File: src/sv/idr_pkg.sv
// ----------------------------------------------------------------------------
// idr_pkg: shared types and constants for the integer divide/remainder unit
// ----------------------------------------------------------------------------
package idr_pkg;

   localparam int unsigned DataWidth = 64;
   localparam int unsigned HalfWidth = 32;
   localparam int unsigned QueueDepthDefault = 4;

   typedef enum logic [1:0] {
      OP_UDIV32 = 2'd0,
      OP_SDIV32 = 2'd1,
      OP_UDIV64 = 2'd2,
      OP_SDIV64 = 2'd3
   } opcode_type;

   // classified request handed from front to back
   typedef struct packed {
      logic                 wide;
      logic                 zero_div;
      logic                 neg_quo;
      logic                 neg_rem;
      logic [DataWidth-1:0] num;
      logic [DataWidth-1:0] den;
   } job_type;

   typedef struct packed {
      logic [DataWidth-1:0] quotient;
      logic [DataWidth-1:0] remainder;
      logic                 div_by_zero;
   } result_type;

endpackage

File: src/sv/idr_front.sv
// ----------------------------------------------------------------------------
// idr_front: masks operands, takes magnitudes and records sign fixups
// ----------------------------------------------------------------------------
module idr_front (
   input  logic                          clock,
   input  logic                          reset,
   input  logic                          in_valid,
   output logic                          in_ready,
   input  logic [1:0]                    in_opcode,
   input  logic [idr_pkg::DataWidth-1:0] in_dividend,
   input  logic [idr_pkg::DataWidth-1:0] in_divisor,
   output logic                          out_valid,
   input  logic                          out_ready,
   output idr_pkg::job_type              out_job
);
   import idr_pkg::*;

   logic    valid_ff, valid_in;
   job_type job_ff, job_in;
   logic    wide, sgn, a_neg, b_neg;
   logic [DataWidth-1:0] mask, a, b;

   assign in_ready = !valid_ff || out_ready;

   always_comb begin
      wide = (opcode_type'(in_opcode) == OP_UDIV64) || (opcode_type'(in_opcode) == OP_SDIV64);
      sgn  = (opcode_type'(in_opcode) == OP_SDIV32) || (opcode_type'(in_opcode) == OP_SDIV64);
      mask = wide ? '1 : {{HalfWidth{1'b0}}, {HalfWidth{1'b1}}};
      a = in_dividend & mask;
      b = in_divisor & mask;
      a_neg = sgn && (wide ? a[DataWidth-1] : a[HalfWidth-1]);
      b_neg = sgn && (wide ? b[DataWidth-1] : b[HalfWidth-1]);
      job_in.wide     = wide;
      job_in.zero_div = (b == '0);
      job_in.neg_quo  = a_neg ^ b_neg;
      job_in.neg_rem  = a_neg;
      job_in.num      = a_neg ? ((~a + 1'b1) & mask) : a;
      job_in.den      = b_neg ? ((~b + 1'b1) & mask) : b;
      valid_in = in_ready ? in_valid : valid_ff;
   end

   always_ff @(posedge clock) begin
      if (reset) begin
         valid_ff <= 1'b0;
      end else begin
         valid_ff <= valid_in;
      end
      if (in_ready && in_valid) begin
         job_ff <= job_in;
      end
   end

   assign out_valid = valid_ff;
   assign out_job   = job_ff;
endmodule

File: config.mk
export PLATFORM = sky130hd
export DESIGN_NAME = idr_front
export DESIGN_NICKNAME = d
export VERILOG_FILES = /design/src/sv/idr_pkg.sv /design/src/sv/idr_front.sv
export SDC_FILE = /design/constraint.sdc
export NUM_CORES = 1
export LEC_CHECK = 0
export BUFFER_PORTS_ARGS = -buffer_cell sky130_fd_sc_hd__buf_2
export CAP_MARGIN = 20
export CORE_AREA = 2 2 122 124
export CTS_CLUSTER_DIAMETER = 80
export DETAILED_ROUTE_END_ITERATION = 8
export DIE_AREA = 0 0 124 126
export HOLD_SLACK_MARGIN = 0.1
export PLACE_DENSITY = 0.86
export RECOVER_POWER = 100
export SLEW_MARGIN = 20
export SYNTH_ARGS = -nofsm -noshare
export SYNTH_HDL_FRONTEND = slang
export SYNTH_SLANG_ARGS = --single-unit
File: constraint.sdc
create_clock -name clock -period 8.98 [get_ports clock]
set_input_delay 0.449 -clock clock [delete_from_list [all_inputs] [get_ports clock]]
set_output_delay 0.449 -clock clock [all_outputs]
set_load 0.05 [all_outputs]
# Word level (Yosys, flattened, before mapping)
# Cells that the tools add are included.
[word_totals] ff_bits=133 word_cells=32 input_bits=134 out_inout_bits=134
[op_classes] bitwise_logic=7 eq_ne=3 add_sub_neg=2 reduce_logical=8 mux=5
[ops] operator="64-bit bitwise AND" n=4
[ops] operator="64-bit 2-to-1 mux" n=3
[ops] operator="64-bit by 1-bit adder with 64-bit output (second input constant)" n=2
[ops] operator="64-bit inverter" n=2
[ops] operator="64-bit logical NOT" n=1
[ops] operator="2-bit equality test (second input constant)" n=2
[ops] operator="1-bit logical AND" n=3
[ops] operator="1-bit logical OR" n=3
[ops] operator="2-bit by 1-bit equality test with 1-bit output (second input constant)" n=1
[ops] operator="1-bit 2-to-1 mux" n=2
[ops] operator="1-bit logical NOT" n=1
[ops] operator="1-bit XOR" n=1

# Depth between registers and ports, before layout
# Gate-level depths: netlist (run 1).
[logic_depth] ltp_word=8 depth_mapped=8 ltp_nobuf=8

# Least setup slack after synthesis (run 1)
# No wires, ideal clock.
[synth_path] path_type="register to register" start="register valid_ff (netlist: out_valid)" end="register job_ff (netlist bit out_job[0]), enable pin" arrival_time_ps=4077 path_slack_ps=4397 required_ps=8474 setup_ps=506 n_path_buf=0 synth_period_minus_slack_ps=4583 path_stages_with_launch=3 cell_sequence="dfxtp_1 nand2b_1 and2_1"
[synth_between] elab_chain_cells=3
[synth_lines] element="from (decl)" line_no="idr_front.sv:18" rtl="logic valid_ff, valid_in;"
[synth_lines] element="from (signal assigned)" line_no="idr_front.sv:46" rtl="valid_ff <= valid_in;"
[synth_lines] element="1-bit logical NOT" line_no="idr_front.sv:23" rtl="assign in_ready = !valid_ff || out_ready;"
[synth_lines] element="1-bit logical OR" line_no="idr_front.sv:23"
[synth_lines] element="net in_ready" line_no="idr_front.sv:8" rtl="output logic in_ready,"
[synth_lines] element="1-bit logical AND" line_no="idr_front.sv:48" rtl="if (in_ready && in_valid) begin"
[synth_lines] element="to (signal assigned)" line_no="idr_front.sv:49" rtl="job_ff <= job_in;"
[synth_lines] element="to (decl)" line_no="idr_front.sv:19" rtl="job_type job_ff, job_in;"
# The timed path passes the listed nets, and every way through them passes these cells.
# A chain may end at the register's enable or synchronous reset.

==> results of run 1 <==
## synth_stat cells (all sizes together)
cell,number
or2b,1
xnor2,40
or3b,1
a31oi,33
nand2,37
a2111oi,2
nor2b,2
dfxtp,1
o31ai,13
nor3b,3
and4,1
buf,5
or4,5
or3,10
nor3,39
nand4,8
o21ai,22
and3b,1
nor4b,1
o41a,1
nand3b,2
ha,2
clkinv,1
nor2,47
a41oi,6
a211o,1
a21bo,1
o41ai,9
a211oi,1
nand3,10
nand2b,3
and3,2
or2,3
nand4b,2
clkbuf,20
a21oi,36
edfxtp,132
xor2,78
inv,9
o31a,1
a21boi,6
and2,63
nor4,30
## state kept, by name, indices dropped and copies added (netlist names)
signal and cells:
out_job 132, out_valid 1
## per-stage QoR
step	total power, µW	hold WS, ps
after floorplan	1070	518
after global placement	1190	497
after detailed placement	1200	513
after CTS	1910	167
after global routing	1950	172
final	1890	185
## area by class of cell
class,instances,area (µm²),area share (%)
multi-input cells,523,3610,37.4
clock buffers,19,433,4.49
repair buffers,271,1180,12.3
clock inverters,13,163,1.69
flip-flops and latches,133,3980,41.3
well taps,184,230,2.39
inverters,10,37.5,0.389
## worst max path at each step
stage,from,end,depth (start not counted)
after floorplan,out_valid,out_job[0],2
after global placement,in_opcode[1],out_job[121],8
after detailed placement,in_opcode[1],out_job[121],8
after CTS,in_opcode[1],out_job[117],8
after global routing,in_opcode[1],out_job[107],8
final,in_opcode[1],out_job[107],8
## kinds of logic (layout without fill, tap and decap cells)
family,count (synthesis),in the layout
buffers and inverters,35,313
and+or+nand+nor,271,271
adders and majority gates,2,2
xor gates and xnor gates,118,118
DFF,133,133
AOI/OAI and AO/OA,132,132
## per-layer routing
layer	up-vias	global-route usage [%]	wire [µm]
li1	3126	-	-
met1	3138	32.1	7700
met2	384	44.3	10600
met3	49	7.34	1980
met4	0	10.2	542
met5	-	0	0
## power breakdown
group	internal, µW	switching [µW]	total (µW)
clock network	457	255	712
logic	99.2	314	413
registers	750	14.0	764
total	1310	583	1890
==> metrics, run 1 <==
yosys warns=0; type of origin of the critical path=input pin; simple-gate portion of the synthesized area=21.8%; Yosys reg bits=133; total negative setup slack=0 ps; Avg WL per Cell=18.0 µm; I/O Pins=268; buffer and inverter count on the worst path=3; Via Count=6697; post-DP HPWL=14.9 mm; area fraction in compound gates after synthesis=11.3%; later-pin clock latency in the skew report=420 ps; fillers=1153; die width=124 µm; H-tree depth=4; min cycle time layout=5290 ps; Core Rows=44; Num CTS Buffers=17; highest clock rate=0.189 GHz; layout overhead on the synthesized area=24.5%; reg2reg end=out_job[75]; commonest cells after routing, fill and taps aside=clkbuf_1 (141), edfxtp_1 (132), buf_2 (131), xor2_1 (78), and2_0 (55); worst r2r src=out_valid; WHS Path Cells=2; pre-CTS setup slack=5980 ps; Final Hold Fails=0; WHS Endpoint=out_valid; worst-margin pin slew=3320 ps; most frequent CP cell=clkbuf_1; syn nets=827; Power Dens Cells=196 mW/mm²; post-synthesis xor/xnor area fraction=13.4%; Starting Density=54.1%; Via density=5.81; commonest non-fill, non-tap cell in the layout=clkbuf_1; final net count=1092; hold wc startpoint=reset; Distinct cells, synth=58; CTS root buf=clkbuf_16; routed wire length=20.8 mm; fraction of layout cells with a size suffix above 1=19.4%; RD Place Congestion=0.885; flop2flop setup slack=4650 ps; number of DRC violations after detailed-routing iteration 0=576; CP delay by family, top=buffers and inverters; syn_area_per_cell=11.2 µm²; post-synthesis mux area share=0%; CP arrival=5450 ps; largest net degree at the start of global routing=85; slack of the critical path=3690 ps; Synth Area in Adders=0.323%; port bufs=267; RSZ-0062 raised after global routing=no; status=finished, violations left; Syn Inst Count=691; number of global-route vias before repair=6296; Final Setup Violations=0; Max FO, Critical Path=84; clk_skew=5.23 ps; clock sinks=133; relative slew slack=-122%; Mapped Area=0.00774 mm²; CTS max path bufs=2; largest cells by area after synthesis=edfxtp_1 (51%), xor2_1 (8.8%), and2_1 (5.0%), xnor2_1 (4.5%), a31oi_1 (2.7%); Critical Path RT=9140 ps; placed inst area=0.00924 mm²; placed cells=1121; Post-CTS Setup Inserts=0; Crit Path Class=input pin to flip-flop; antenna diode count=0; Reg clk slew, reported paths=60 ps; global-route wire length before repair=31.6 mm; R2R cell count=3; ratio of final minimum period to clock period=58.9%; post-layout util=67.3%; DRC Markers=0; DR pass1 iterations=5; die area=0.0156 mm²; Worst path max stage delay=2060 ps; total congestion overflow=0; maximum vdd ir drop=0.147 mV; Antenna Violating Nets Remaining=0; failing checks=capacitance limit, slew limit; post-route insts no fill=1153; die height=126 µm; TritonCTS clock tree=built; sequential fraction of the synthesis area=51.5%; CTS resizes=0; max-slew violation count=231; Hold WC Path Type=input pin to flip-flop; Core ar.=0.0143 mm²; CP Cell Sequence=buf_2 > clkbuf_1 > o21ai_0 > nand2_2 > clkbuf_1 > a21oi_1 > xor2_1 > and2_0; CP max-delay cell=clkbuf_1; Yosys top cell area share=51.2%; Synth area leader=edfxtp_1; Max-Cap Viols=4; global-route usage over all layers=26.4%; post-route cell area=0.00964 mm²; CP endpoint kind=flip-flop; cell leakage power=0.00357 µW; # hold bufs at CTS=0; initial antenna violation count=0; largest family of logic cells by synthesized area=simple AND/OR/NAND/NOR gates
No activity file was read; power rests on OpenSTA's default activity.
==> run 2: changes to the inputs <==
- CORE_AREA: 2 2 122 124 -> 2 2 133 135
- DIE_AREA: 0 0 124 126 -> 0 0 135 137
- PLACE_DENSITY: 0.86 -> 0.77
- clock period: 8.98 -> 4.8 ns (I/O delays scaled with it)
==> metrics, run 2 (synthesized netlist as in run 1, its figures left out) <==
status=finished, violations left; failing checks=capacitance limit, slew limit; CTS resizes=0 (unchanged); met3 Usage GRT=4.81% (-2.5 points); initial antenna violation count=0 (unchanged); slack of the critical path=1170 ps (-2520 ps); internal power=2480 µW (+90%); CTS root buf=clkbuf_16; CP Launch Point=in_divisor[0]; layout overhead on the synthesized area=25.5%; RSZ-0062 raised after global routing=no; CTS max path bufs=2 (unchanged); final net count=1096 (+0.37%); commonest non-fill, non-tap cell in the layout=clkbuf_1; Critical Path RT=4960 ps (-4180 ps); Avg WL per Cell=17.3 µm (-4.1%); worst r2r src=out_valid; antenna diode count=0 (unchanged); Most Used Layer, Global Route=met2; R2R cell count=3 (unchanged); cell leakage power=0.00357 µW (about the same); TritonCTS clock tree=built; max-slew violation count=125 (-46%); die area=0.0185 mm² (+18%); max reg flops=132 (unchanged); NetSw=1100 µW (+88%); Logic pwr share=21.5% (-0.4 points); global-route wire length before repair=31.1 mm (-1.6%); Power Dens Cells=369 mW/mm² (+88%); fraction of layout cells with a size suffix above 1=19.2% (-0.18 points); port bufs=267 (unchanged); M1 GR Usage=27.6% (-4.5 points); Via Count=6487 (-3.1%); Seq pwr share=39.9% (-0.5 points); total negative setup slack=0 ps (unchanged); Num CTS Buffers=17 (unchanged); Clk pwr share=38.6% (+0.9 points); Post-CTS Setup Inserts=0 (unchanged); clk_skew=6.32 ps (+1.08 ps); highest clock rate=0.276 GHz; hold wc startpoint=in_divisor[13]; Reg clk slew, reported paths=60 ps (about the same); Max-Cap Viols=4 (unchanged); Final Setup Violations=0 (unchanged); ratio of final minimum period to clock period=75.6%; largest net degree at the start of global routing=73 (-14%); relative slew slack=-79.0% (+43 points); I/O Pins=268 (unchanged); RD Place Congestion=0.867 (-2.0%); # hold bufs at CTS=4 (+4); Power Total=3580 µW (+89%); DRC Markers=0 (unchanged); DR pass1 iterations=5 (unchanged); Crit Path Class=input pin to flip-flop; clock sinks=133 (unchanged); Antenna Violating Nets Remaining=0 (unchanged); CP arrival=3790 ps (-1660 ps); die height=137 µm (+8.7%); post-layout util=57.0% (-10 points); number of DRC violations after detailed-routing iteration 0=533 (-7.5%); min cycle time layout=3630 ps; Hold WC Path Type=input pin to flip-flop; worst-margin pin slew=2690 ps (-637 ps); global-route usage over all layers=21.5% (-4.9 points); Via density=5.41 (-6.8%); routed wire length=20.7 mm (-0.37%); die width=135 µm (+8.9%); CP endpoint kind=flip-flop; Starting Density=45.4% (-8.7 points); pre-CTS setup slack=2150 ps (-3830 ps); H-tree depth=4 (unchanged); worst hold slack=135 ps (-49.8 ps); met2 Usage GRT=35.8% (-8.5 points); post-DP HPWL=15.2 mm (+2.1%); type of origin of the critical path=input pin; maximum vdd ir drop=0.228 mV (+55%); number of global-route vias before repair=6099 (-3.1%); WHS Path Cells=2 (unchanged); Final Hold Fails=0 (unchanged); commonest cells after routing, fill and taps aside=clkbuf_1 (143), edfxtp_1 (132), buf_2 (130), xor2_1 (78), and2_0 (51); Core ar.=0.0171 mm² (+19%); Core Rows=48 (+9.1%); total congestion overflow=0 (unchanged); sw frac=30.6% (-0.23 points); later-pin clock latency in the skew report=410 ps (about the same); Max FO, Critical Path=7 (-92%)
## run 2: cell types whose count changed in the layout (fill, tap and decap cells not counted), moves of 2 or more
cell,before,now
and2_0,55,51
and2_1,8,12
clkbuf_1,141,143
clkbuf_8,0,2
clkinv_1,7,1
clkinv_2,1,3
dlygate4sd3_1,0,4
## run 2: worst max-delay path, stage by stage
cell	delay, ps
dlygate4sd3_1	530
clkbuf_1	160
inv_1	90
ha_1	190
nor4b_2	240
nand4_1	340
a2111oi_0	1410
a21oi_1	200
xor2_1	220
and2_1	170
## run 2: metal layers
metal  share of wire (%)  up-vias
li1                    -     3127
met2                  49      289
met5                   0        -
met4                 1.7        0
met1                  42     3037
met3                 7.1       34
## run 2: final cells by class
| type | instances | area, µm² |
|---|---|---|
| Multi-Input combinational cell | 523 | 3550 |
| Inverter | 10 | 37.5 |
| Clock buffer | 23 | 468 |
| Tap cell | 225 | 282 |
| Sequential cell | 133 | 3980 |
| Fill cell | 1507 | 7340 |
| Timing Repair Buffer | 275 | 1240 |
| Clock inverter | 9 | 150 |
## run 2: worst paths after layout
path | end | slack (ps)
hold reg to reg | out_valid | 1090
setup reg to reg | out_job[35] | 1590
hold / removal | out_job[13] | 130
setup / recovery | out_job[48] | 1170
## run 2: per-stage QoR
stage | cells | instance area [µm²]
floorplan | 691 | 7740
global placement | 1162 | 9310
detailed placement | 1162 | 9310
CTS | 1198 | 9960
global route | 1198 | 9710
finish | 1198 | 9710
## run 2: power groups by stage
stage / clock (µW) / combinational [µW] / sequential (µW)
5_1_grt: 1440 / 817 / 1440
3_5_place_dp: 0 / 794 / 1450
3_3_place_gp: 0 / 787 / 1450
6_report: 1380 / 770 / 1430
2_1_floorplan: 0 / 223 / 1780
4_1_cts: 1400 / 799 / 1420
==> run 3: changes to the inputs <==
- CORE_AREA: 2 2 133 135 -> 2 2 127 129
- DIE_AREA: 0 0 135 137 -> 0 0 129 131
- PLACE_DENSITY: 0.77 -> 0.8
- clock period: 4.8 -> 3.7 ns (I/O delays scaled with it)
==> metrics, run 3 (synthesized netlist as in run 1, its figures left out) <==
die area=0.0169 mm² (-8.6%); flop2flop setup slack=1060 ps (-530 ps); Crit Path Class=input pin to flip-flop; TritonCTS clock tree=built; Worst path max stage delay=870 ps (-540 ps); number of DRC violations after detailed-routing iteration 0=620 (+16%); R2R cell count=3 (unchanged); Num CTS Buffers=17 (unchanged); Starting Density=49.6% (+4.2 points); fraction of layout cells with a size suffix above 1=19.5% (+0.28 points); Final Setup Violations=0 (unchanged); Post-CTS Setup Inserts=0 (unchanged); Via density=5.51 (+1.8%); Max FO, Critical Path=9 (+2); global-route wire length before repair=32.8 mm (+5.6%); port bufs=267 (unchanged); global-route usage over all layers=25.1% (+3.6 points); relative slew slack=5.77% (+85 points); post-DP HPWL=15.6 mm (+2.1%); max reg flops=132 (unchanged); max-slew violation count=0 (-100%); WHS Endpoint=out_job[7]; reg2reg end=out_job[30]; CP endpoint kind=flip-flop; post-route insts no fill=1213 (+1.3%); status=complete, no violations; Max-Cap Viols=0 (-4); largest net degree at the start of global routing=56 (-23%); type of origin of the critical path=input pin; H-tree depth=4 (unchanged); Avg WL per Cell=17.9 µm (+3.4%); DR pass1 iterations=7 (+2); placed cells=1154 (-0.69%); DRC Markers=0 (unchanged); min cycle time layout=3100 ps; Hold WC Path Type=input pin to flip-flop; I/O Pins=268 (unchanged); final net count=1118 (+2.0%); worst-margin pin slew=1410 ps (-1270 ps); total congestion overflow=0 (unchanged); die width=129 µm (-4.4%); RSZ-0062 raised after global routing=no; Core ar.=0.0156 mm² (-8.6%); clk_skew=6.93 ps (+0.617 ps); Antenna Violating Nets Remaining=0 (unchanged); maximum vdd ir drop=0.306 mV (+34%); CTS root buf=clkbuf_16; post-layout util=63.2% (+6.2 points); CP max-delay cell=nor4_2; commonest non-fill, non-tap cell in the layout=clkbuf_1; highest clock rate=0.322 GHz; Via Count=6686 (+3.1%); cell leakage power=0.00362 µW (+1.5%); die height=131 µm (-4.4%); WHS Path Cells=2 (unchanged); RD Place Congestion=0.892 (+2.8%); Reg clk slew, reported paths=60 ps (about the same); commonest cells after routing, fill and taps aside=clkbuf_1 (141), edfxtp_1 (132), buf_2 (129), xor2_1 (78), nor2_1 (47); Core Rows=46 (-4.2%); hold wc startpoint=in_divisor[7]; Critical Path RT=3870 ps (-1090 ps); clock sinks=133 (unchanged); ratio of final minimum period to clock period=83.8%; total negative setup slack=0 ps (unchanged); CTS max path bufs=2 (unchanged); Final Hold Fails=0 (unchanged); Power Dens Cells=452 mW/mm² (+23%); layout overhead on the synthesized area=27.3%; initial antenna violation count=2 (+2); worst r2r src=out_valid; later-pin clock latency in the skew report=420 ps (about the same); CP arrival=3270 ps (-520 ps); CP Cell Sequence=dlygate4sd3_1 > clkbuf_1 > inv_1 > ha_1 > nor2b_1 > nand4_1 > nor4_2 > a41oi_1 > xor2_1 > and2_0; number of global-route vias before repair=6251 (+2.5%); routed wire length=21.7 mm (+4.7%)
## run 3: cell types whose count changed in the layout (fill, tap and decap cells not counted), moves of 2 or more
| cell | change |
|---|---|
| dlygate4sd3_1 | +21 |
| and2_0 | -19 |
| and2_1 | +18 |
| clkinv_2 | +4 |
| bufinv_16 | -3 |
| clkbuf_1 | -2 |
| clkbuf_8 | -2 |
| clkinvlp_4 | +2 |
| diode_2 | +2 |
## run 3: layout make-up
class                      instances  area [µm²]
antenna                            2        5.00
clock buffer                      18         429
clock inverter                    14         113
fill                            1340        5750
inverter                          10        37.5
multi-input combinational        523        3570
sequential                       133        3980
tap                              216         270
timing repair buffer             297        1440
## run 3: stage by stage
stage / area, µm² / setup slack [ps] / total power, µW / hold slack, ps
2_1_floorplan: 7740 / 553 / 2590 / 254
3_3_place_gp: 9300 / 1060 / 2900 / 339
3_5_place_dp: 9300 / 1030 / 2910 / 348
4_1_cts: 10100 / 998 / 4500 / 101
5_1_grt: 9850 / 411 / 4600 / 115
6_report: 9850 / 599 / 4450 / 118
## run 3: how the worst max path moves through the flow
| stage | from | endpoint | depth (start not counted) |
|---|---|---|---|
| after global placement | in_opcode[1] | out_job[78] | 6 |
| after floorplan | out_valid | out_job[0] | 2 |
| final | in_dividend[0] | out_job[114] | 10 |
| after detailed placement | in_opcode[1] | out_job[71] | 6 |
| after global routing | in_opcode[1] | out_job[97] | 7 |
| after CTS | in_dividend[0] | out_job[114] | 10 |
## run 3: critical path, delay by kind of cell
family          cells  cell delay [ps]
compound gates      1              300
xor+xnor            1              200
fa+ha+maj           1              250
buf+inv             3              780
simple gates        4             1560
## run 3: layer usage
| layer | GRT usage [%] | wire length (µm) | vias up |
|---|---|---|---|
| li1 | - | - | 3174 |
| met1 | 32.0 | 8920 | 3114 |
| met2 | 42.2 | 10700 | 343 |
| met3 | 4.93 | 1460 | 55 |
| met4 | 10.5 | 605 | 0 |
| met5 | 0 | 0 | - |
## run 3: what timing repair did
action | in CTS | in global routing
endpoints found under the hold margin | 24 | 0
hold buffers | 25 | 0
gates resized for setup | 0 | 0
## run 3: power by group
part / total, µW / switching, µW / leakage, µW / internal [µW]
sequential: 1850 / 32.0 / 0.00131 / 1820
clock: 1580 / 661 / 0.000261 / 916
combinational: 1030 / 772 / 0.00205 / 256
total: 4450 / 1460 / 0.00362 / 2990
