## src/sv/idr_pkg.sv

```systemverilog
// ----------------------------------------------------------------------------
// idr_pkg: shared types and constants for the integer divide/remainder unit
// ----------------------------------------------------------------------------
package idr_pkg;

   localparam int unsigned DataWidth = 64;
   localparam int unsigned HalfWidth = 32;
   localparam int unsigned QueueDepthDefault = 4;

   typedef enum logic [1:0] {
      OP_UDIV32 = 2'd0,
      OP_SDIV32 = 2'd1,
      OP_UDIV64 = 2'd2,
      OP_SDIV64 = 2'd3
   } opcode_type;

   // classified request handed from front to back
   typedef struct packed {
      logic                 wide;
      logic                 zero_div;
      logic                 neg_quo;
      logic                 neg_rem;
      logic [DataWidth-1:0] num;
      logic [DataWidth-1:0] den;
   } job_type;

   typedef struct packed {
      logic [DataWidth-1:0] quotient;
      logic [DataWidth-1:0] remainder;
      logic                 div_by_zero;
   } result_type;

endpackage

```

## src/sv/idr_queue.sv

```systemverilog
// ----------------------------------------------------------------------------
// idr_queue: small fifo between the front and the divider array
// ----------------------------------------------------------------------------
module idr_queue #(
   parameter int unsigned Depth = idr_pkg::QueueDepthDefault
) (
   input  logic             clock,
   input  logic             reset,
   input  logic             in_valid,
   output logic             in_ready,
   input  idr_pkg::job_type in_job,
   output logic             out_valid,
   input  logic             out_ready,
   output idr_pkg::job_type out_job
);
   import idr_pkg::*;

   localparam int unsigned PtrW = (Depth > 1) ? $clog2(Depth) : 1;

   job_type         mem_ff [Depth];
   logic [PtrW-1:0] wr_ff, wr_in, rd_ff, rd_in;
   logic [PtrW:0]   cnt_ff, cnt_in;
   logic            push, pop;

   assign in_ready  = (cnt_ff != (PtrW+1)'(Depth));
   assign out_valid = (cnt_ff != '0);
   assign out_job   = mem_ff[rd_ff];
   assign push = in_valid && in_ready;
   assign pop  = out_valid && out_ready;

   always_comb begin
      wr_in  = push ? ((wr_ff == PtrW'(Depth-1)) ? '0 : wr_ff + 1'b1) : wr_ff;
      rd_in  = pop ? ((rd_ff == PtrW'(Depth-1)) ? '0 : rd_ff + 1'b1) : rd_ff;
      cnt_in = cnt_ff + (PtrW+1)'(push) - (PtrW+1)'(pop);
   end

   always_ff @(posedge clock) begin
      if (reset) begin
         wr_ff  <= '0;
         rd_ff  <= '0;
         cnt_ff <= '0;
      end else begin
         wr_ff  <= wr_in;
         rd_ff  <= rd_in;
         cnt_ff <= cnt_in;
      end
      if (push) begin
         mem_ff[wr_ff] <= in_job;
      end
   end
endmodule

```

## config.mk

```make
export PLATFORM = sky130hd
export DESIGN_NAME = idr_queue
export DESIGN_NICKNAME = d
export VERILOG_FILES = /design/src/sv/idr_pkg.sv /design/src/sv/idr_queue.sv
export SDC_FILE = /design/constraint.sdc
export NUM_CORES = 1
export LEC_CHECK = 0
export BUFFER_PORTS_ARGS = -buffer_cell sky130_fd_sc_hd__buf_4
export CORE_MARGIN = 2
export CORE_UTILIZATION = 53
export CTS_BUF_LIST = sky130_fd_sc_hd__clkbuf_4 sky130_fd_sc_hd__clkbuf_8
export DETAILED_ROUTE_END_ITERATION = 10
export GPL_TIMING_DRIVEN = 0
export PLACE_DENSITY = 0.82
export SLEW_MARGIN = 30
export SYNTH_ARGS = -nofsm -noshare
export SYNTH_HDL_FRONTEND = slang
export SYNTH_SLANG_ARGS = --single-unit
```

## constraint.sdc

```tcl
create_clock -name clock -period 8.8 [get_ports clock]
set_clock_uncertainty 0.15 [all_clocks]
set_input_delay 1.32 -clock clock [delete_from_list [all_inputs] [get_ports clock]]
set_output_delay 1.32 -clock clock [all_outputs]
set_load 0.005 [all_outputs]
```

== After elaboration in Yosys (flattened, before gate mapping) ==
Memory sizes are Yosys's and may differ from the RTL's. A register that Yosys moved wholly into a read port is not among the register bits.
Index checks and enable logic that the tools add are counted.
Cells by class
  $mul: 0
  $add $sub $neg: 4
  equal/unequal tests: 3
  reduce and logical (&&, ||, !) cells: 3
  divide/modulo/power cells: 0
  shift operators: 0
  muxes and demuxes: 6
  magnitude comparators: 0
  bitwise operators: 0
Operators by type and width (count)
  2-to-1 mux 2 bit: 4
  adder 2 x 1 -> 2 bit, second input constant: 2
  equality test 2 bit, second input constant: 2
  adder 3 x 1 -> 3 bit: 1
  inequality test 3 bit, second input constant: 1
  nonzero test 3 bit: 1
  subtractor 3 x 1 -> 3 bit: 1
  logical AND 1 bit: 2
  2-to-1 mux 1 bit: 2
Storage, ports and cells
  latch bits: 0
  bits in registers: 7
  bits of input ports: 136
  RAM bits: 528
  memories kept: 1
  ROM bits: 0
  output and inout port bits: 134
  logic and storage cells: 20
Memory list
  mem_ff: words 4, bits a word 132, rd ports 1, clocked after Yosys merged registers in 1, wr ports 1, line idr_queue.sv:20  | job_type mem_ff [Depth];

== Logic depth before layout (Yosys ltp) ==
Gate-level depths: netlist (run 1).
  depth in word-level cells: 4
  mapped depth: 11
  depth with buffers taken out: 10

== Worst setup path after synthesis (run 1) ==
OpenSTA, ideal clock, no wires.
  kind: input port to flip-flop
  start: input in_valid
  end: memory mem_ff[0][0] in the netlist's numbering (enable)
  buffers on the path: 0
  stages: 1
  required time: 8142 ps
  data arrival time: 4391 ps
  library setup time: 508 ps
  slack: 3751 ps
  path through: and3_1
On the way
  cells in the longest elaborated chain, start to end: 3
RTL lines
  start: declaration: line idr_queue.sv:9  | input logic in_valid,
  logical AND 1 bit: line idr_queue.sv:28  | assign push = in_valid && in_ready;
  2-to-1 mux 1 bit: line idr_queue.sv:47  | if (push) begin
  2-to-1 mux 1 bit (implied by the code): line idr_queue.sv:48  | mem_ff[wr_ff] <= in_job;
  end: declaration: line idr_queue.sv:20
No other way between the ends.

==> results of run 1 <==
==> layer usage <==
metal / routed length [um] / GRT usage (%)
met1: 14200 / 25.6
met2: 18300 / 31.6
met5: 16 / 0
met4: 836 / 7.24
met3: 3510 / 7.32
==> state kept, by name, indices dropped and copies added (netlist names), named ones only <==
signal  count
wr_ff       2
cnt_ff      3
rd_ff       2
mem_ff    528
==> per-stage QoR <==
| step | power, mW | cells | utilization [%] | area [um2] | hold WS (ns) |
|---|---|---|---|---|---|
| floorplan | 4.07 | 739 | - | 19500 | 0.313 |
| global placement | 4.82 | 1475 | 60.7 | 22100 | 0.334 |
| detailed placement | 4.84 | 1491 | 61.7 | 22500 | 0.344 |
| CTS | 6.84 | 1632 | 66.1 | 24100 | 0.351 |
| global route | 7.05 | 1632 | 66.1 | 24100 | 0.377 |
| finish | 6.74 | 1633 | 66.1 | 24100 | 0.351 |
==> where the power goes <==
| group | switching, mW | internal, mW |
|---|---|---|
| Combinational | 0.700 | 0.859 |
| Sequential | 0.0662 | 3.13 |
| Clock | 0.878 | 1.10 |
==> final cells by class <==
cell class | count | area [um2]
flip-flops and latches | 537 | 16000
fillers | 2282 | 12400
multi-input cells | 165 | 3260
clock inverters | 25 | 163
inverters | 5 | 18.8
plain buffers | 32 | 215
repair buffers | 284 | 2350
well taps | 468 | 586
diodes | 1 | 2.50
clock buffers | 116 | 1430
==> kinds of logic after synthesis <==
logic type,count (synthesis)
mux,134
xor+xnor,1
simple gates,18
buf+inv,37
compound gates,4
fa+ha+maj,8
flops,537
==> final timing paths <==
path / startpoint / endpoint / slack [ns]
min reg2reg: rd_ff[0] / flop / 0.35
min: rd_ff[0] / flop / 0.35
max: flop / out_job[50] / 4.93
max reg2reg: cnt_ff[1] / cnt_ff[2] / 6.12
==> worst register-to-register path, cell delays in order, from the launching register on <==
cell	delay (ns)
dfxtp_1	0.37
or3b_1	0.39
clkbuf_2	0.17
nand2_1	0.18
ha_1	0.26
inv_1	0.06
ha_1	0.14
inv_1	0.05
fa_1	0.39
xor2_1	0.16
and2_1	0.17
nor3_1	0.11
==> cell usage in the layout (no fill, tap or decap), types with 3 or more instances in the layout <==
cell      instances
edfxtp_1        528
buf_4           268
mux4_2          132
clkbuf_8         90
clkbuf_4         26
buf_2            15
clkinv_1         14
buf_12           13
buf_6            10
dfxtp_1           9
ha_1              7
clkinv_2          7
clkbuf_1          6
inv_1             5
and3_4            4
or3_1             3
nor2_1            3
buf_16            3
==> results.cfg, run 1 <==
[run_status]
status = completed

[synthesis]
synthTopCellsByArea = edfxtp_1, mux4_2, dfxtp_1
synth_edf_count = 528
yosys-top-cells-count = edfxtp_1, mux4_2, buf_2, buf_6, dfxtp_1
synthAdderAreaFrac_pct = 0.551
yosys_warnings = 0
synth-seq-cells = 537
synth.net_count = 883
yosysMostFrequentCell = edfxtp_1
syn-cell-area_um2 = 19500
synth-simple-area-share_pct = 0.532
synth_cell_type_count = 26
synth.top_cell.area_share_pct = 81.3
synth_area_per_cell_um2 = 26.4
seq_area_frac_synth_pct = 82.2
synth_flop_cell = edfxtp_1
synth_top_family_by_area = multiplexers
synth_mux_area_share_pct = 15.3
synthCells = 739
synth_compound_area_share_pct = 0.154
synth_xor_area_share_pct = 0.0449
synth_async_sr_flop_share_pct = 0
synth_top_area_cell = edfxtp_1

[global_route]
grt_max_degree = 40
grt-ovfl-total = 0
grt_first_pass_wirelength_mm = 56.2
grt_pass1_vias = 9686
track_usage_pct = 19.9
antenna_found_initial = 2

[timing]
setup_slack_ns = 4.93
period_needed_ns = 3.87
period_share_pct = 44.0
rsz0062_at_grt = false
tns_ns = 0
setup_viol = 0
slew_headroom_pct = 56.6
fmax_mhz = 258
tightest_slew_ns = 0.651
finalMaxSlewViolations = 0
finalHoldViolCount = 0

[drt]
drtPass1Iterations = 4
avgViaCountPerCell = 5.47
wl_per_cell_um = 22.6
drtAntennaViolNets = 0
drt_first_iter_violations = 491
wirelength_mm = 36.8
vias = 8930
drc = 0

[die]
ios = 270
core_um2 = 36400
die_h_um = 196
die_area_um2 = 38400
std_cell_rows = 70
die_w_um = 196
start_util_pct = 53.6

[setup_path]
cp.required_ns = 7.33
end_kind = primary output
worst_setup_path_start_kind = flop
cp_max_fo = 10
cp_num_cells = 5
path_class = reg -> out
critPathMaxStageDelay_ns = 0.39
worstPathArrival_ns = 2.40
crit_top_cell = buf_2
path_buf_inv = 4
worstRegToRegCells = 11
crit_chain = buf_2 > buf_2 > buf_2 > mux4_2 > buf_4
cp_slowest_cell = buf_2
cp_top_family = buffers and inverters

[placement]
dp_slack_ns = 5.50
port_buffers = 268
hpwl_mm = 23.4
gp_congestion = 0.731

[cts]
clockBufferDepth = 3
clock_sinks = 537
cts.htree.levels = 3
cts_made_buffers = 82
hold_buffers = 0
clkTransAtPathRegs_ns = 0.06
cts_tree = yes
clk_latency_ns = 0.61
ctsResizeCount = 0
cts_setup_buffers = 0
clockRootBuffer = clkbuf_8

[min_path]
holdPathStages = 2
min_path_type = reg -> reg

[power_and_ir_drop]
leakagePower_nw = 8.19
pwr_density_cell_nw_per_um2 = 280
ir_drop_mv = 0.199

[finish]
area_growth_pct = 23.4
nets = 1251
drive_gt1_share_pct = 49.3

[job]
drv_cap = 0
Note: power is estimated with default switching activity, not from simulation.
==> run 2: changes to the inputs <==
--- a/config.mk
+++ b/config.mk
@@ -5,13 +5,14 @@
 export SDC_FILE = /design/constraint.sdc
 export NUM_CORES = 1
 export LEC_CHECK = 0
+export ABC_AREA = 1
 export BUFFER_PORTS_ARGS = -buffer_cell sky130_fd_sc_hd__buf_4
 export CORE_MARGIN = 2
 export CORE_UTILIZATION = 53
 export CTS_BUF_LIST = sky130_fd_sc_hd__clkbuf_4 sky130_fd_sc_hd__clkbuf_8
 export DETAILED_ROUTE_END_ITERATION = 10
 export GPL_TIMING_DRIVEN = 0
-export PLACE_DENSITY = 0.82
+export PLACE_DENSITY = 0.85
 export SLEW_MARGIN = 30
 export SYNTH_ARGS = -nofsm -noshare
 export SYNTH_HDL_FRONTEND = slang
==> constraint.sdc (replaced) <==
create_clock -name clock -period 3.34 [get_ports clock]
set_clock_uncertainty 0.15 [all_clocks]
set_input_delay 0.501 -clock clock [delete_from_list [all_inputs] [get_ports clock]]
set_output_delay 0.501 -clock clock [all_outputs]
set_load 0.005 [all_outputs]
==> run 2 against run 1 <==
Against the previous run:
- largest cell class unchanged
- clock power increased to 2.7 times the previous value
- worst hold slack better by 0.039 ns
- synthesized cell count rose by 81%
- critical path depth stayed put
==> results.cfg, run 2 <==
[run_status]
status = completed

[die]
start_util_pct = 54.1
die_w_um = 198
core_um2 = 36800
ios = 270
die_h_um = 198
die_area_um2 = 39100
std_cell_rows = 70

[setup_path]
cp.required_ns = 2.69
crit_top_cell = buf_4
cp_max_fo = 11
cp_top_family = buffers and inverters
critPathMaxStageDelay_ns = 0.56
path_buf_inv = 3
crit_chain = buf_4 > clkbuf_1 > o21ai_0 > o22ai_1 > buf_4
worstPathArrival_ns = 2.57
end_kind = primary output
path_class = reg -> out
cp_slowest_cell = clkbuf_1
worst_setup_path_start_kind = flop

[timing]
finalMaxSlewViolations = 0
rsz0062_at_grt = false
finalHoldViolCount = 0
tightest_slew_ns = 0.676
period_needed_ns = 3.22
fmax_mhz = 310
period_share_pct = 96.5
setup_viol = 0
whs_ns = 0.391
slew_headroom_pct = 55.0
tns_ns = 0

[cts]
cts_tree = yes
clock_sinks = 537
clockBufferDepth = 3
cts_setup_buffers = 0
clkTransAtPathRegs_ns = 0.07
clockRootBuffer = clkbuf_8
clk_latency_ns = 0.63
cts_made_buffers = 84
cts.htree.levels = 3

[drt]
avgViaCountPerCell = 5.86
wirelength_mm = 56.7
drc = 0
wl_per_cell_um = 23.7
drt_first_iter_violations = 1262
drtAntennaViolNets = 0
vias = 14000
drtPass1Iterations = 5

[synthesis]
synth_flop_cell = edfxtp_1
synth_xor_area_share_pct = 0.0440
synth_edf_count = 528
synth_mux_area_share_pct = 0
synthTopCellsByArea = edfxtp_1, nor2_1, o22ai_1
synth_cell_type_count = 22
seq_area_frac_synth_pct = 80.6
synth-simple-area-share_pct = 5.62
synth.top_cell.area_share_pct = 79.7
synth_top_area_cell = edfxtp_1
yosysMostFrequentCell = edfxtp_1
yosys_warnings = 0
yosys-top-cells-count = edfxtp_1, nor2_1, o21ai_0, o22ai_1, o21ai_1
synth_async_sr_flop_share_pct = 0
synthAdderAreaFrac_pct = 0.541
synth_top_family_by_area = compound AO/OA/AOI/OAI gates
synth_area_per_cell_um2 = 14.9
synth-seq-cells = 537
synthCells = 1339
synth.net_count = 1483
synth_compound_area_share_pct = 10.9
syn-cell-area_um2 = 19900

[power_and_ir_drop]
leakagePower_nw = 9.46
p_total_mw = 20.6
ir_drop_mv = 0.706
pwr_density_cell_nw_per_um2 = 784

[global_route]
track_usage_pct = 29.2
antenna_found_initial = 0
grt_pass1_vias = 14900
grt-ovfl-total = 0
grt_first_pass_wirelength_mm = 84.5
grt_max_degree = 23

[finish]
mostFrequentLayoutCells = edfxtp_1, nor2_1, buf_4, o21ai_0, dlygate4sd3_1
largestRegisters = mem_ff: 528 flops, cnt_ff: 3 flops
largest-register = mem_ff
final_common_cell = edfxtp_1
instances_no_fill = 2391
drive_gt1_share_pct = 25.6
fillers = 2118
nets = 2004
finish.utilization_pct = 71.5
largest_reg_flops = 528
area_growth_pct = 32.3

[placement]
port_buffers = 269
placed_cells = 2107
hpwl_mm = 32.4
gp_congestion = 0.761

[min_path]
min_path_type = reg -> reg

[job]
drv_cap = 0
run 2: changes by cell type after synthesis, moves of 3 or more:
cell | before | now
o21ai_0 | 0 | 136
nand2_1 | 2 | 10
o22ai_1 | 0 | 132
buf_2 | 15 | 44
mux4_2 | 132 | 0
nor2_1 | 3 | 281
clkbuf_1 | 6 | 32
inv_1 | 5 | 12
buf_6 | 10 | 1
or3_1 | 3 | 0
o21ai_1 | 0 | 128
buf_4 | 0 | 6
run 2: cells by family after synthesis:
group	after synthesis
fa+ha+maj	8
buf+inv	100
flops	537
simple gates	295
xor+xnor	1
compound gates	398
run 2: power breakdown:
part	switching [mW]	internal, mW
Combinational	3.95	2.76
Clock	2.58	2.86
Sequential	0.230	8.25
run 2: layout make-up:
cell class	instances	area, um2	share of cell area (%)
repair buffers	435	4170	15.9
clock inverters	38	230	0.875
multi-input cells	702	3430	13.0
well taps	468	586	2.23
diodes	3	7.51	0.0285
inverters	14	52.6	0.200
flip-flops and latches	537	16000	60.9
clock buffers	108	1380	5.24
plain buffers	86	414	1.57
run 2: path summary, 6_finish.rpt:
check / endpoint / start / slack, ns / depth (start not counted)
hold reg to reg: flop / rd_ff[0] / 0.39 / 2
setup / recovery: out_job[110] / flop / 0.12 / 5
hold / removal: flop / rd_ff[0] / 0.39 / 2
setup reg to reg: mem_ff[0][84] / cnt_ff[1] / 0.75 / 8
run 2: stage by stage:
stage                     instance area (um2)  setup slack (ns)
after floorplan                         19900            0.0386
after global placement                  22500             -1.46
after detailed placement                23300             0.719
after CTS                               26300            0.0229
after global routing                    26300            0.0160
final                                   26300             0.116
run 2: worst register-to-register path: cells and delay by family (launching register included):
kind	cells	cell delay [ns]
DFF	1	0.39
and+or+nand+nor	4	0.92
buffers and inverters	4	0.82
run 2: what timing repair did:
item | 4_1_cts | 5_1_grt
hold buffers | 135 | 0
setup endpoints to repair | 1 | 28
resized for setup | 1 | 3
hold endpoints to repair | 533 | 0
run 2: routing by layer:
metal  global-route usage, %  routed length (um)  share of wire [%]
met4                    13.1                1980                3.5
met5                       0                   0                  0
met3                    6.98                5490                9.7
met1                    34.1               20000                 35
met2                    51.4               29200                 52
==> run 3: changes to the inputs <==
--- a/config.mk
+++ b/config.mk
@@ -7,12 +7,11 @@
 export LEC_CHECK = 0
 export ABC_AREA = 1
 export BUFFER_PORTS_ARGS = -buffer_cell sky130_fd_sc_hd__buf_4
-export CORE_MARGIN = 2
 export CORE_UTILIZATION = 53
 export CTS_BUF_LIST = sky130_fd_sc_hd__clkbuf_4 sky130_fd_sc_hd__clkbuf_8
 export DETAILED_ROUTE_END_ITERATION = 10
 export GPL_TIMING_DRIVEN = 0
-export PLACE_DENSITY = 0.85
+export PLACE_DENSITY = 0.82
 export SLEW_MARGIN = 30
 export SYNTH_ARGS = -nofsm -noshare
 export SYNTH_HDL_FRONTEND = slang
==> constraint.sdc (replaced) <==
create_clock -name clock -period 3.65 [get_ports clock]
set_clock_uncertainty 0.15 [all_clocks]
set_input_delay 0.5475 -clock clock [delete_from_list [all_inputs] [get_ports clock]]
set_output_delay 0.5475 -clock clock [all_outputs]
set_load 0.005 [all_outputs]
==> run 3 against run 2 <==
Against the previous run:
- critical path depth unchanged
- highest routed layer is now met5
- register-to-register slack better by 0.12 ns
- clock power down 9.0%
- largest cell class unchanged
- global-route usage down 1.4 points
- setup slack better by 0.13 ns
- critical path type unchanged
==> results.cfg, run 3 (synthesis gave the netlist of run 2 again) <==
[run_status]
status = completed

[timing]
whs_ns = 0.0636
period_needed_ns = 3.40
rsz0062_at_grt = false
finalHoldViolCount = 0
finalMaxSlewViolations = 0
slew_headroom_pct = 53.7
fmax_mhz = 294
period_share_pct = 93.2
tightest_slew_ns = 0.693
setup_viol = 0
setup_slack_ns = 0.247

[setup_path]
path_buf_inv = 3
cp_slowest_cell = dfxtp_1
end_kind = primary output
path_class = reg -> out
cp_top_family = buffers and inverters
crit_top_cell = buf_2
worst_setup_path_start_kind = flop
cp_max_fo = 10
crit_chain = buf_2 > buf_2 > o21ai_0 > o22ai_1 > buf_4
cp.required_ns = 2.95
worstPathArrival_ns = 2.71
critPathMaxStageDelay_ns = 0.60

[finish]
nets = 2000
finish.utilization_pct = 71.5
largest-register = mem_ff
instances_no_fill = 2386
final_common_cell = edfxtp_1
mostFrequentLayoutCells = edfxtp_1, nor2_1, buf_4, o21ai_0, dlygate4sd3_1
largestRegisters = mem_ff: 528 flops, cnt_ff: 3 flops
largest_reg_flops = 528
drive_gt1_share_pct = 25.7
area_growth_pct = 32.1

[cts]
clk_latency_ns = 0.64
clockBufferDepth = 3
ctsResizeCount = 0
cts_tree = yes
cts.htree.levels = 3
clkTransAtPathRegs_ns = 0.06
clock_sinks = 537
cts_made_buffers = 82
clockRootBuffer = clkbuf_8

[drt]
avgViaCountPerCell = 5.79
drc = 0
drt_first_iter_violations = 1169
wirelength_mm = 53.2
wl_per_cell_um = 22.3
drtAntennaViolNets = 0
drtPass1Iterations = 5
vias = 13800

[global_route]
track_usage_pct = 27.7
antenna_found_initial = 2
grt_pass1_vias = 14400
grt_first_pass_wirelength_mm = 79.7
grt_max_degree = 22
grt-ovfl-total = 0

[placement]
gp_congestion = 0.760
port_buffers = 269
dp_slack_ns = 0.842
placed_cells = 2106
hpwl_mm = 31.7

[job]
drv_cap = 0

[die]
start_util_pct = 54.1
core_um2 = 36800
std_cell_rows = 70
die_w_um = 196
die_h_um = 196
ios = 270
die_area_um2 = 38300

[min_path]
min_path_type = in -> reg

[power_and_ir_drop]
leakagePower_nw = 9.44
ir_drop_mv = 0.489
pwr_density_cell_nw_per_um2 = 713
==> run 3: cell type report <==
| cell class | instances | area, um2 |
|---|---|---|
| Sequential cell | 537 | 16000 |
| Fill cell | 2164 | 10500 |
| Timing Repair Buffer | 433 | 4160 |
| Multi-Input combinational cell | 702 | 3420 |
| Clock buffer | 112 | 1350 |
| Tap cell | 468 | 586 |
| Buffer | 86 | 412 |
| Clock inverter | 31 | 255 |
| Inverter | 14 | 52.6 |
| Antenna cell | 3 | 7.51 |
==> run 3: worst paths after layout <==
check / start / endpoint / slack (ns) / cells past startpoint
setup reg to reg: cnt_ff[1] / mem_ff[0][76] / 0.87 / 8
hold / removal: out_ready / rd_ff[1] / 0.06 / 4
hold reg to reg: rd_ff[1] / rd_ff[1] / 0.37 / 2
setup / recovery: flop / out_job[46] / 0.25 / 5
==> run 3: metal layers <==
metal / GRT usage (%) / part of all wire [%] / vias to the layer above
met5: 0 / 0.015 / -
met4: 10.9 / 3.0 / 2
met3: 7.32 / 9.1 / 139
met2: 48.7 / 52 / 728
met1: 32.6 / 36 / 6817
li1: - / - / 6127
==> run 3: report_power, final <==
part | total, mW | switching, mW | internal (mW)
registers | 7.74 | 0.196 | 7.55
clock network | 4.95 | 2.32 | 2.64
logic | 6.04 | 3.51 | 2.53
total | 18.7 | 6.02 | 12.7
==> run 3: per-stage QoR <==
step / total power [mW] / instance area (um2) / setup TNS [ns]
floorplan: 10.5 / 19900 / -616.80
global placement: 13.2 / 22500 / -1919.04
detailed placement: 13.6 / 23300 / 0
CTS: 18.6 / 26300 / 0
global route: 19.5 / 26300 / 0
finish: 18.7 / 26300 / 0
==> run 3: worst register-to-register path, cell delays in order (launching register included) <==
cell     delay (ns)
dfxtp_1        0.40
nor2_1         0.10
nand2_1        0.12
nand2_1        0.29
nor2_4         0.57
buf_16         0.25
buf_16         0.20
buf_16         0.20
buf_16         0.19
==> run 3: timing repair <==
item | CTS | global route
endpoints found under the hold margin | 531 | 0
buffers inserted | 0 | 0
hold buffers | 134 | 0
